==> src/rtl/core/header_length_checksum_deframer_defines.svh <==
// assertion macros for the header length checksum deframer
`ifndef HEADER_LENGTH_CHECKSUM_DEFRAMER_DEFINES_SVH
`define HEADER_LENGTH_CHECKSUM_DEFRAMER_DEFINES_SVH
`ifndef NO_ASSERTIONS
`define HLCD_ASSERT_IMP(label, clk, rst_n, ante, cons) \
    label: assert property (@(posedge clk) disable iff (!rst_n) (ante) |-> (cons)) \
        else $error("hlcd assertion failed");
`define HLCD_ASSERT_NEXT(label, clk, rst_n, ante, cons) \
    label: assert property (@(posedge clk) disable iff (!rst_n) (ante) |=> (cons)) \
        else $error("hlcd assertion failed");
`else
`define HLCD_ASSERT_IMP(label, clk, rst_n, ante, cons)
`define HLCD_ASSERT_NEXT(label, clk, rst_n, ante, cons)
`endif
`endif

==> src/rtl/core/hlcd_pkg.sv <==
// shared types and constants for the header length checksum deframer
`timescale 1ns / 1ps
package hlcd_pkg;

    localparam int BUFFER_BYTES = 64;
    // longest body is limit length plus four bytes
    localparam int COUNT_W = $clog2(BUFFER_BYTES + 8);
    localparam int INDEX_W = 7;
    localparam int CMP_W   = 10;
    localparam logic [7:0] LEN_LIMIT = 8'(BUFFER_BYTES + 3);
    localparam logic [CMP_W-1:0] BODY_EXTRA = CMP_W'(4);

    localparam int CFG_INDEX_W = 1;
    localparam logic [CFG_INDEX_W-1:0] REG_HEADER_FIRST  = 1'b0;
    localparam logic [CFG_INDEX_W-1:0] REG_HEADER_SECOND = 1'b1;

    localparam logic [7:0] HEADER_FIRST_RESET  = 8'd170;
    localparam logic [7:0] HEADER_SECOND_RESET = 8'd85;

    typedef enum logic [1:0] {
        PH_HUNT1 = 2'd0,
        PH_HUNT2 = 2'd1,
        PH_BODY  = 2'd2
    } phase_t;

    typedef struct packed {
        logic               emit;
        logic [7:0]         data;
        logic [INDEX_W-1:0] index;
        logic               last;
        logic               good;
        logic               abort;
    } hlcd_result_t;

endpackage

==> src/rtl/core/hlcd_frame_fsm.sv <==
// frame state machine: header hunt, body count, length check and running sum
`timescale 1ns / 1ps
module hlcd_frame_fsm
(
    input  logic                 clk,
    input  logic                 rst_n,
    input  logic                 step,
    input  logic [7:0]           data,
    input  logic [7:0]           header_first,
    input  logic [7:0]           header_second,
    output hlcd_pkg::hlcd_result_t result
);

    hlcd_pkg::phase_t             phase_reg, phase_next;
    logic [hlcd_pkg::COUNT_W-1:0] count_reg, count_next;
    logic [7:0]                   len_reg, len_next;
    logic [7:0]                   sum_reg, sum_next;

    always_ff @(posedge clk or negedge rst_n)
    begin
        if (!rst_n)
        begin
            phase_reg <= hlcd_pkg::PH_HUNT1;
            count_reg <= '0;
            len_reg   <= '0;
            sum_reg   <= '0;
        end
        else if (step)
        begin
            phase_reg <= phase_next;
            count_reg <= count_next;
            len_reg   <= len_next;
            sum_reg   <= sum_next;
        end
    end

    logic [7:0]                   len_eff;
    logic [7:0]                   sum_new;
    logic [hlcd_pkg::COUNT_W-1:0] count_inc;

    always_comb
    begin
        phase_next = phase_reg;
        count_next = count_reg;
        len_next   = len_reg;
        sum_next   = sum_reg;
        len_eff    = (count_reg == '0) ? data : len_reg;
        sum_new    = sum_reg + data;
        count_inc  = count_reg + 1'b1;
        result     = '0;
        result.data  = data;
        result.index = hlcd_pkg::INDEX_W'(count_reg);
        case (phase_reg)
            hlcd_pkg::PH_HUNT2:
            begin
                if (data == header_second)
                begin
                    phase_next = hlcd_pkg::PH_BODY;
                    count_next = '0;
                    sum_next   = '0;
                end
            end
            hlcd_pkg::PH_BODY:
            begin
                result.emit = 1'b1;
                len_next    = len_eff;
                sum_next    = sum_new;
                if (len_eff > hlcd_pkg::LEN_LIMIT)
                begin
                    result.last  = 1'b1;
                    result.abort = 1'b1;
                    phase_next   = hlcd_pkg::PH_HUNT1;
                    count_next   = '0;
                end
                else if (hlcd_pkg::CMP_W'(count_inc) >=
                         hlcd_pkg::CMP_W'(len_eff) + hlcd_pkg::BODY_EXTRA)
                begin
                    result.last = 1'b1;
                    result.good = (sum_new == 8'd0);
                    phase_next  = hlcd_pkg::PH_HUNT1;
                    count_next  = '0;
                end
                else
                begin
                    count_next = count_inc;
                end
            end
            default:
            begin
                phase_next = (data == header_first) ? hlcd_pkg::PH_HUNT2
                                                    : hlcd_pkg::PH_HUNT1;
            end
        endcase
    end

endmodule

==> src/rtl/core/header_length_checksum_deframer.sv <==
// top level of the header length checksum deframer
//
//  channel | direction | handshake          | payload
//  --------+-----------+--------------------+------------------------------------------
//  in      | in        | in_valid/in_stall  | rx_byte
//  out     | out       | out_valid/out_stall| body_byte body_index is_last frame_good
//          |           |                    | frame_abort
//  cfg     | in        | cfg_valid/cfg_ready| cfg_index cfg_data
//
// one word per cycle sustained while out_stall is low; a word is held in the input register and
// its result is then registered in the output register
// the frame state advances once per word as it leaves the input register
// rst_n is asynchronous, active low; headers return to 170 and 85, hunt restarts
// out_stall holds the output register, and in_stall rises only when the input
// register is full and the output register cannot take a new word
`timescale 1ns / 1ps
`include "header_length_checksum_deframer_defines.svh"
module header_length_checksum_deframer
(
    input  logic                             clk,
    input  logic                             rst_n,
    input  logic                             in_valid,
    output logic                             in_stall,
    input  logic [7:0]                       rx_byte,
    output logic                             out_valid,
    input  logic                             out_stall,
    output logic [7:0]                       body_byte,
    output logic [hlcd_pkg::INDEX_W-1:0]     body_index,
    output logic                             is_last,
    output logic                             frame_good,
    output logic                             frame_abort,
    input  logic                             cfg_valid,
    output logic                             cfg_ready,
    input  logic [hlcd_pkg::CFG_INDEX_W-1:0] cfg_index,
    input  logic [7:0]                       cfg_data
);

    // configuration registers, always ready
    logic [7:0] header_first_reg;
    logic [7:0] header_second_reg;

    assign cfg_ready = 1'b1;

    always_ff @(posedge clk or negedge rst_n)
    begin
        if (!rst_n)
        begin
            header_first_reg  <= hlcd_pkg::HEADER_FIRST_RESET;
            header_second_reg <= hlcd_pkg::HEADER_SECOND_RESET;
        end
        else if (cfg_valid && cfg_ready)
        begin
            case (cfg_index)
                hlcd_pkg::REG_HEADER_FIRST:  header_first_reg  <= cfg_data;
                hlcd_pkg::REG_HEADER_SECOND: header_second_reg <= cfg_data;
                default: ;
            endcase
        end
    end

    // input register
    logic       in_valid_reg;
    logic [7:0] in_byte_reg;
    logic       out_free;
    logic       advance;

    // output register can take a word when empty or being drained
    assign out_free = !out_valid || !out_stall;
    // word in the input register is processed this cycle
    assign advance  = in_valid_reg && out_free;
    assign in_stall = in_valid_reg && !out_free;

    always_ff @(posedge clk or negedge rst_n)
    begin
        if (!rst_n)
        begin
            in_valid_reg <= 1'b0;
        end
        else if (!in_stall)
        begin
            in_valid_reg <= in_valid;
        end
    end

    always_ff @(posedge clk)
    begin
        if (in_valid && !in_stall)
        begin
            in_byte_reg <= rx_byte;
        end
    end

    // frame logic between the two registers
    hlcd_pkg::hlcd_result_t result;

    hlcd_frame_fsm u_fsm
    (
        .clk           (clk),
        .rst_n         (rst_n),
        .step          (advance),
        .data          (in_byte_reg),
        .header_first  (header_first_reg),
        .header_second (header_second_reg),
        .result        (result)
    );

    // output register; header and hunt bytes leave no word here
    logic out_valid_reg;
    hlcd_pkg::hlcd_result_t out_reg;

    always_ff @(posedge clk or negedge rst_n)
    begin
        if (!rst_n)
        begin
            out_valid_reg <= 1'b0;
        end
        else if (out_free)
        begin
            out_valid_reg <= advance && result.emit;
        end
    end

    always_ff @(posedge clk)
    begin
        if (advance && result.emit)
        begin
            out_reg <= result;
        end
    end

    assign out_valid   = out_valid_reg;
    assign body_byte   = out_reg.data;
    assign body_index  = out_reg.index;
    assign is_last     = out_reg.last;
    assign frame_good  = out_reg.good;
    assign frame_abort = out_reg.abort;

    // checks
    `HLCD_ASSERT_IMP(a_abort_ends_bad, clk, rst_n, out_valid && frame_abort, is_last && !frame_good)
    `HLCD_ASSERT_IMP(a_good_is_last, clk, rst_n, out_valid && frame_good, is_last)
    `HLCD_ASSERT_IMP(a_stall_needs_word, clk, rst_n, in_stall, in_valid_reg && out_valid)
    `HLCD_ASSERT_NEXT(a_accept_fills, clk, rst_n, in_valid && !in_stall, in_valid_reg)

endmodule

==> config.mk <==
export PLATFORM = sky130hd
export DESIGN_NAME = header_length_checksum_deframer
export DESIGN_NICKNAME = d
export VERILOG_FILES = /design/src/rtl/core/hlcd_pkg.sv /design/src/rtl/core/hlcd_frame_fsm.sv /design/src/rtl/core/header_length_checksum_deframer.sv
export VERILOG_INCLUDE_DIRS = /design/src /design/src/rtl/core
export SDC_FILE = /design/constraint.sdc
export NUM_CORES = 1
export LEC_CHECK = 0
export CAP_MARGIN = 0
export CORE_MARGIN = 5
export CORE_UTILIZATION = 40
export DETAILED_ROUTE_END_ITERATION = 8
export DONT_BUFFER_PORTS = 1
export GPL_TIMING_DRIVEN = 0
export SLEW_MARGIN = 20
export SYNTH_ARGS = -nofsm -noshare
export SYNTH_HDL_FRONTEND = slang
export SYNTH_HIERARCHICAL = 1
export SYNTH_SLANG_ARGS = --single-unit
export TNS_END_PERCENT = 1
==> constraint.sdc <==
create_clock -name clk -period 6.95 [get_ports clk]
set_input_delay 1.0425 -clock clk [delete_from_list [all_inputs] [get_ports clk]]
set_output_delay 1.0425 -clock clk [all_outputs]
set_load 0.02 [all_outputs]
Yosys cells after proc, flatten, opt, wreduce, memory -nomap -nowiden --
Index checks and enable logic that the tools add are counted.
Operators by class: equal/unequal tests 6, bitwise logic cells 3, add/sub/neg operators 3, multiplexer cells 16, reductions and logical operators 18, $lt $le $gt $ge 2
Operators by type and width (number):
- two-way mux 7 bit | 3
- equality test 8 bit | 2
- two-way mux 8 bit | 2
- one-hot mux 8 bit (2 select lines) | 1
- one-hot mux 7 bit (2 select lines) | 1
- greater-or-equal comparator 7 x 10 -> 1 bit | 1
- adder 8 x 3 -> 9 bit, second input constant | 1
- adder 8 bit | 1
- greater-than comparator 8 x 7 -> 1 bit, second input constant | 1
- logical NOT 8 bit | 1
- two-way mux 2 bit | 4
- adder 7 x 1 -> 7 bit, second input constant | 1
- logical NOT 7 bit | 1
- AND reduction 2 bit | 3
- AND reduction 3 bit | 2
- logical AND 1 bit | 4
- logical NOT 1 bit | 4
- two-way mux 1 bit | 4
- one-hot mux 2 bit (2 select lines) | 1
- inequality test 3 x 1 -> 1 bit, second input constant | 1
- inverter 1 bit | 3
- OR reduction 3 bit | 1
- equality test 2 x 1 -> 1 bit, second input constant | 1
- equality test 2 bit, second input constant | 1
- other kinds (3) | 3
Storage, ports and cells: word-level logic and storage cells 62, bits of input ports 22, output and inout port bits 21, register bits after elaboration 69

Longest topological paths before layout --
depth in word-level cells 7, mapped depth 14, depth with buffers taken out 13

Modules after synthesis --
The synthesis kept the hierarchy.
Modules (own cells, without submodules):
- hlcd_frame_fsm | area each 2082.0 µm², seq. area each 625.6 µm², times used 1, cells each 220
- header_length_checksum_deframer | area each 1537.7 µm², seq. area each 1241.2 µm², times used 1, cells each 74

Least setup slack after synthesis --
Ideal clock, no wire load.
path type register -> register, start reg u_fsm/count_reg[0] in the netlist's numbering, end reg u_fsm.phase_reg[1], setup slack 3.491 ns, period minus slack after synthesis 3.459 ns, arrival time 3.334 ns, setup time 0.125 ns, data required time 6.825 ns, stages on the path, launching flop included 15, buffers on the path 1, cells stage by stage dfrtp_1 -> inv_1 -> ha_1 -> nand3b_2 -> clkbuf_1 -> mux2_2 -> ha_1 -> o21ai_0 -> xnor2_1 -> ha_1 -> nand2_1 -> o31ai_1 -> o211ai_4 -> a31oi_2 -> mux2_4
Between the ends: cells in the longest elaborated chain, start to end 6, elaborated cells on any way between the ends 10, classes of those cells 2 x add/sub; 2 x order compare; 1 x eq/ne; 3 x mux; 2 x reduce/logical
Ends and longest elaborated chain:
- from (decl) | RTL line hlcd_frame_fsm.sv:15 | logic [hlcd_pkg::COUNT_W-1:0] count_reg, count_next;
- from (signal assigned) | RTL line hlcd_frame_fsm.sv:31 | count_reg <= count_next;
- logical NOT 7 bit | RTL line hlcd_frame_fsm.sv:47 | len_eff = (count_reg == '0) ? data : len_reg;
- two-way mux 8 bit | RTL line hlcd_frame_fsm.sv:47
- adder 8 x 3 -> 9 bit | RTL line hlcd_frame_fsm.sv:76 | hlcd_pkg::CMP_W'(len_eff) + hlcd_pkg::BODY_EXTRA)
- greater-or-equal comparator 7 x 10 -> 1 bit | RTL line hlcd_frame_fsm.sv:75 | else if (hlcd_pkg::CMP_W'(count_inc) >=
- inequality test 3 x 1 -> 1 bit (no source line)
- AND reduction 3 bit (no source line)
- to (signal assigned) | RTL line hlcd_frame_fsm.sv:23 | phase_reg <= hlcd_pkg::PH_HUNT1;
- to (signal assigned) | RTL line hlcd_frame_fsm.sv:30 | phase_reg <= phase_next;
- to (decl) | RTL line hlcd_frame_fsm.sv:14 | hlcd_pkg::phase_t phase_reg, phase_next;
Parallel ways exist; a longest one is shown, timed or not. A chain may end at the register's enable or synchronous reset.

Worst setup path after layout --
Ends and elaborated chain as after synthesis.

==> Flow_metrics.wiki <==
{| class="wikitable"
! Metric !! Value
|-
| Static leakage || 1.67 nW
|-
| Post-synth design cell area || 3620 um^2
|-
| Total Negative Setup Slacks || 0 ns
|-
| Worst-path clk slew || 0.08 ns
|-
| Net count after synthesis || 335
|-
| CTS Hold Bufs || 0
|-
| Residual DRC || 0
|-
| Post-CTS sizing || 0
|-
| Number of fill cells in the layout || 825
|-
| Height of the die || 105 um
|-
| Area taken by multi-input logic gates || ~1600 um^2
|-
| P per Cell Area || roughly 340 nW/um^2
|-
| Sw Ratio || around a third
|-
| Clk buf depth || 2
|-
| Number of warnings printed during yosys synthesis || 6
|-
| Clk pwr share || 27.0%
|-
| Pin slew with the least headroom to its limit || 0.742 ns
|-
| Internal || slightly above 0.9 mW
|-
| Unique masters post-synth || 52
|-
| Area post-placement || 3770 um^2
|-
| Total inserted antenna cells || 0
|-
| I/O Pins || 43
|-
| Wire length of the first global-routing pass || ~12000 um
|-
| Layout cells sized above 1 || a little under a quarter
|-
| Placeable Area || 8760 um^2
|-
| Max rail drop VDD || 0.179 mV
|-
| Worst-Skew Late Latency || 0.34 ns
|-
| GPL Wtd Cong || approximately 0.8
|-
| Data required time of the worst path || 7.17 ns
|-
| Part of the total power dissipated in combinational logic || a little under a third
|-
| Synth Area per Inst || 12.3 um^2
|-
| Worst setup skew after layout || 0.00808 ns
|-
| # port buffers || 0
|-
| Starting Density || 41.3%
|-
| Global router's overall resource usage || 13.7%
|-
| Routed wire length || 7130 um
|-
| TritonCTS clock tree || done
|-
| EDFF count, synth || 26
|-
| Arrival time at the worst endpoint || between 4 and 5 ns
|-
| Predominant post-synthesis flop cell || dfrtp_1
|-
| Startpoint types || flop
|-
| Total die area || 11100 um^2
|-
| Sequential share of the synthesized area || 51.6%
|-
| Kind of path behind the tightest hold check || input port to async pin
|-
| Pin count of the biggest net entering global routing || 44
|-
| Via count normalized by instance count || 5.22
|-
| Min setup slack post-route || just over 3 ns
|-
| Synth-to-layout area growth || 10.3%
|-
| Hpwl dp || 5070 um
|-
| Post-route fraction of the period consumed by the critical path || 56.0%
|-
| Register cell area after layout || 1870 um^2
|-
| Max-Slew Margin vs Limit || 50.5%
|-
| Flip-flop and latch count after synthesis || 69
|-
| Max_cap viols || 0
|-
| Final number of hold-violating endpoints || 0
|-
| Crit. End Element || flop
|-
| RSZ-0062 raised after global routing || no
|-
| Number of global-route vias before repair || 2346
|-
| Final Slew Violations || 0
|-
| Min cycle time layout || 3.89 ns
|-
| Proportion of register bits with asynchronous set or reset after synthesis || 62.3%
|-
| H-tree depth || 3
|-
| Number of iterations in the first detailed-routing pass || 5
|-
| Number of routed nets with antenna violations || 0
|-
| Number of antenna violations at the first check in global routing || 0
|-
| Overflow left after global routing || 0
|-
| Pre-CTS setup slack || 3.07 ns
|-
| Critical Setup Path Class || flop to flop
|-
| Final number of setup-violating endpoints || 0
|-
| Starting DRC count in detailed routing || 55
|-
| Number of instances in the synthesized netlist || 294
|-
| Post CTS Setup Buffer Count || 0
|-
| Sw Pwr || 0.437 mW
|-
| Number of buffers created by CTS || 9
|-
| Fraction of power consumed by sequential logic || 41.3%
|-
| Hold Slack || about 0.39 ns
|-
| Outcome || finished, final reports clean
|-
| Via Count || 2186
|-
| Critical path fanouts, max || 10
|-
| Total Nets Final || 347
|-
| Root buffer cell || clkbuf_8
|-
| Maximum clock frequency || 0.257 GHz
|-
| CTS sink cnt || between 60 and 70
|-
| Row count || 34
|-
| DIE WIDTH || between 100 and 150 um
|-
| Post-route cell area || 3990 um^2
|-
| Routed wirelength normalized by instance count || about 17 um
|}
==> kinds of logic after synthesis <==
group                    share of synthesized area (%)
AO/OA/AOI/OAI                                     9.16
XOR/XNOR                                          7.50
adder cells (fa/ha/maj)                           6.78
buffers and inverters                             4.25
flip-flops                                        51.6
multiplexers                                      10.5
other                                            0.104
AND/OR/NAND/NOR                                   10.1
==> worst max-delay path, cell delays in order (launching register included) <==
cell and delay, ns:
dfrtp_1 0.50, inv_1 0.08, ha_1 0.21, nand3b_2 0.17, clkbuf_1 0.40, mux2_2 0.41, ha_1 0.22, o21ai_0 0.10
xnor2_1 0.11, ha_1 0.29, nand2_1 0.05, o31ai_1 0.39, o211ai_4 0.22, a31oi_2 0.29, mux2_4 0.32
==> cells in the mapped netlist (all sizes together), types with 4 or more instances <==
master	n	area, um^2
nand2b	6	37.5
a22o	5	43.8
o21ai	12	60.1
buf	10	78.8
nand4	5	31.3
inv	13	48.8
a21oi	9	45.0
ha	18	225
xnor2	18	158
edfxtp	26	781
mux2i	4	40.0
and2	4	25.0
clkbuf	7	26.3
nor2	9	33.8
nand2	17	66.3
mux2	27	342
dfrtp	35	876
nor3	4	20.0
dfstp	8	210
nand3	8	40.0
xor2	13	114
==> worst paths after layout <==
| check | start | endpoint | slack, ns | depth (start not counted) |
|---|---|---|---|---|
| setup / recovery | u_fsm/count_reg[0] | u_fsm/phase_reg[1] | 3.06 | 14 |
| hold / removal | rst_n | u_fsm/len_reg[3] | 0.39 | 0 |
| setup reg to reg | u_fsm/count_reg[0] | u_fsm/phase_reg[1] | 3.06 | 14 |
| hold reg to reg | u_fsm/sum_reg[5] | u_fsm/sum_reg[5] | 0.49 | 2 |
| max in group asynchronous | rst_n | header_first_reg[7] | 6.38 | 0 |
| min in group clk | u_fsm/sum_reg[5] | u_fsm/sum_reg[5] | 0.49 | 2 |
==> layout make-up <==
cell class	instances	area share [%]
buffer	17	2.63
clock inverter	6	2.16
sequential	69	46.7
multi-input combinational	195	40.1
tap	108	3.38
timing repair buffer	1	0.282
inverter	13	1.22
clock buffer	10	3.45
==> per-stage QoR <==
stage,util (%),total power [mW],cells
after global routing,45.6,1.44,419
after floorplan,-,0.904,294
after global placement,42.8,0.981,402
final,45.6,1.36,419
after CTS,45.6,1.37,419
after detailed placement,43.0,0.995,403
==> power by group through the flow <==
stage	Clock, mW	Sequential (mW)	Combinational [mW]
2_1_floorplan	0	0.547	0.357
4_1_cts	0.377	0.559	0.432
3_3_place_gp	0	0.565	0.416
5_1_grt	0.397	0.569	0.479
6_report	0.366	0.560	0.430
3_5_place_dp	0	0.566	0.429
==> routing by layer <==
metal / routed length, um / global-route usage (%) / part of all wire (%) / vias to the layer above
met2: 3410 / 22.4 / 48 / 50
li1: - / - / - / 1071
met3: 275 / 3.64 / 3.9 / 6
met4: 84 / 4.38 / 1.2 / 0
met1: 3360 / 17.6 / 47 / 1059
met5: 0 / 0 / 0 / -
==> layout by cell type, fill, tap and decap left out, drive strengths merged, types with 12 or more instances in the layout <==
| master | instances |
|---|---|
| clkbuf | 17 |
| xnor2 | 18 |
| mux2 | 27 |
| dfrtp | 35 |
| edfxtp | 26 |
| xor2 | 13 |
| o21ai | 12 |
| ha | 18 |
| nand2 | 17 |
| inv | 13 |
Note: power is estimated with default switching activity, not from simulation.
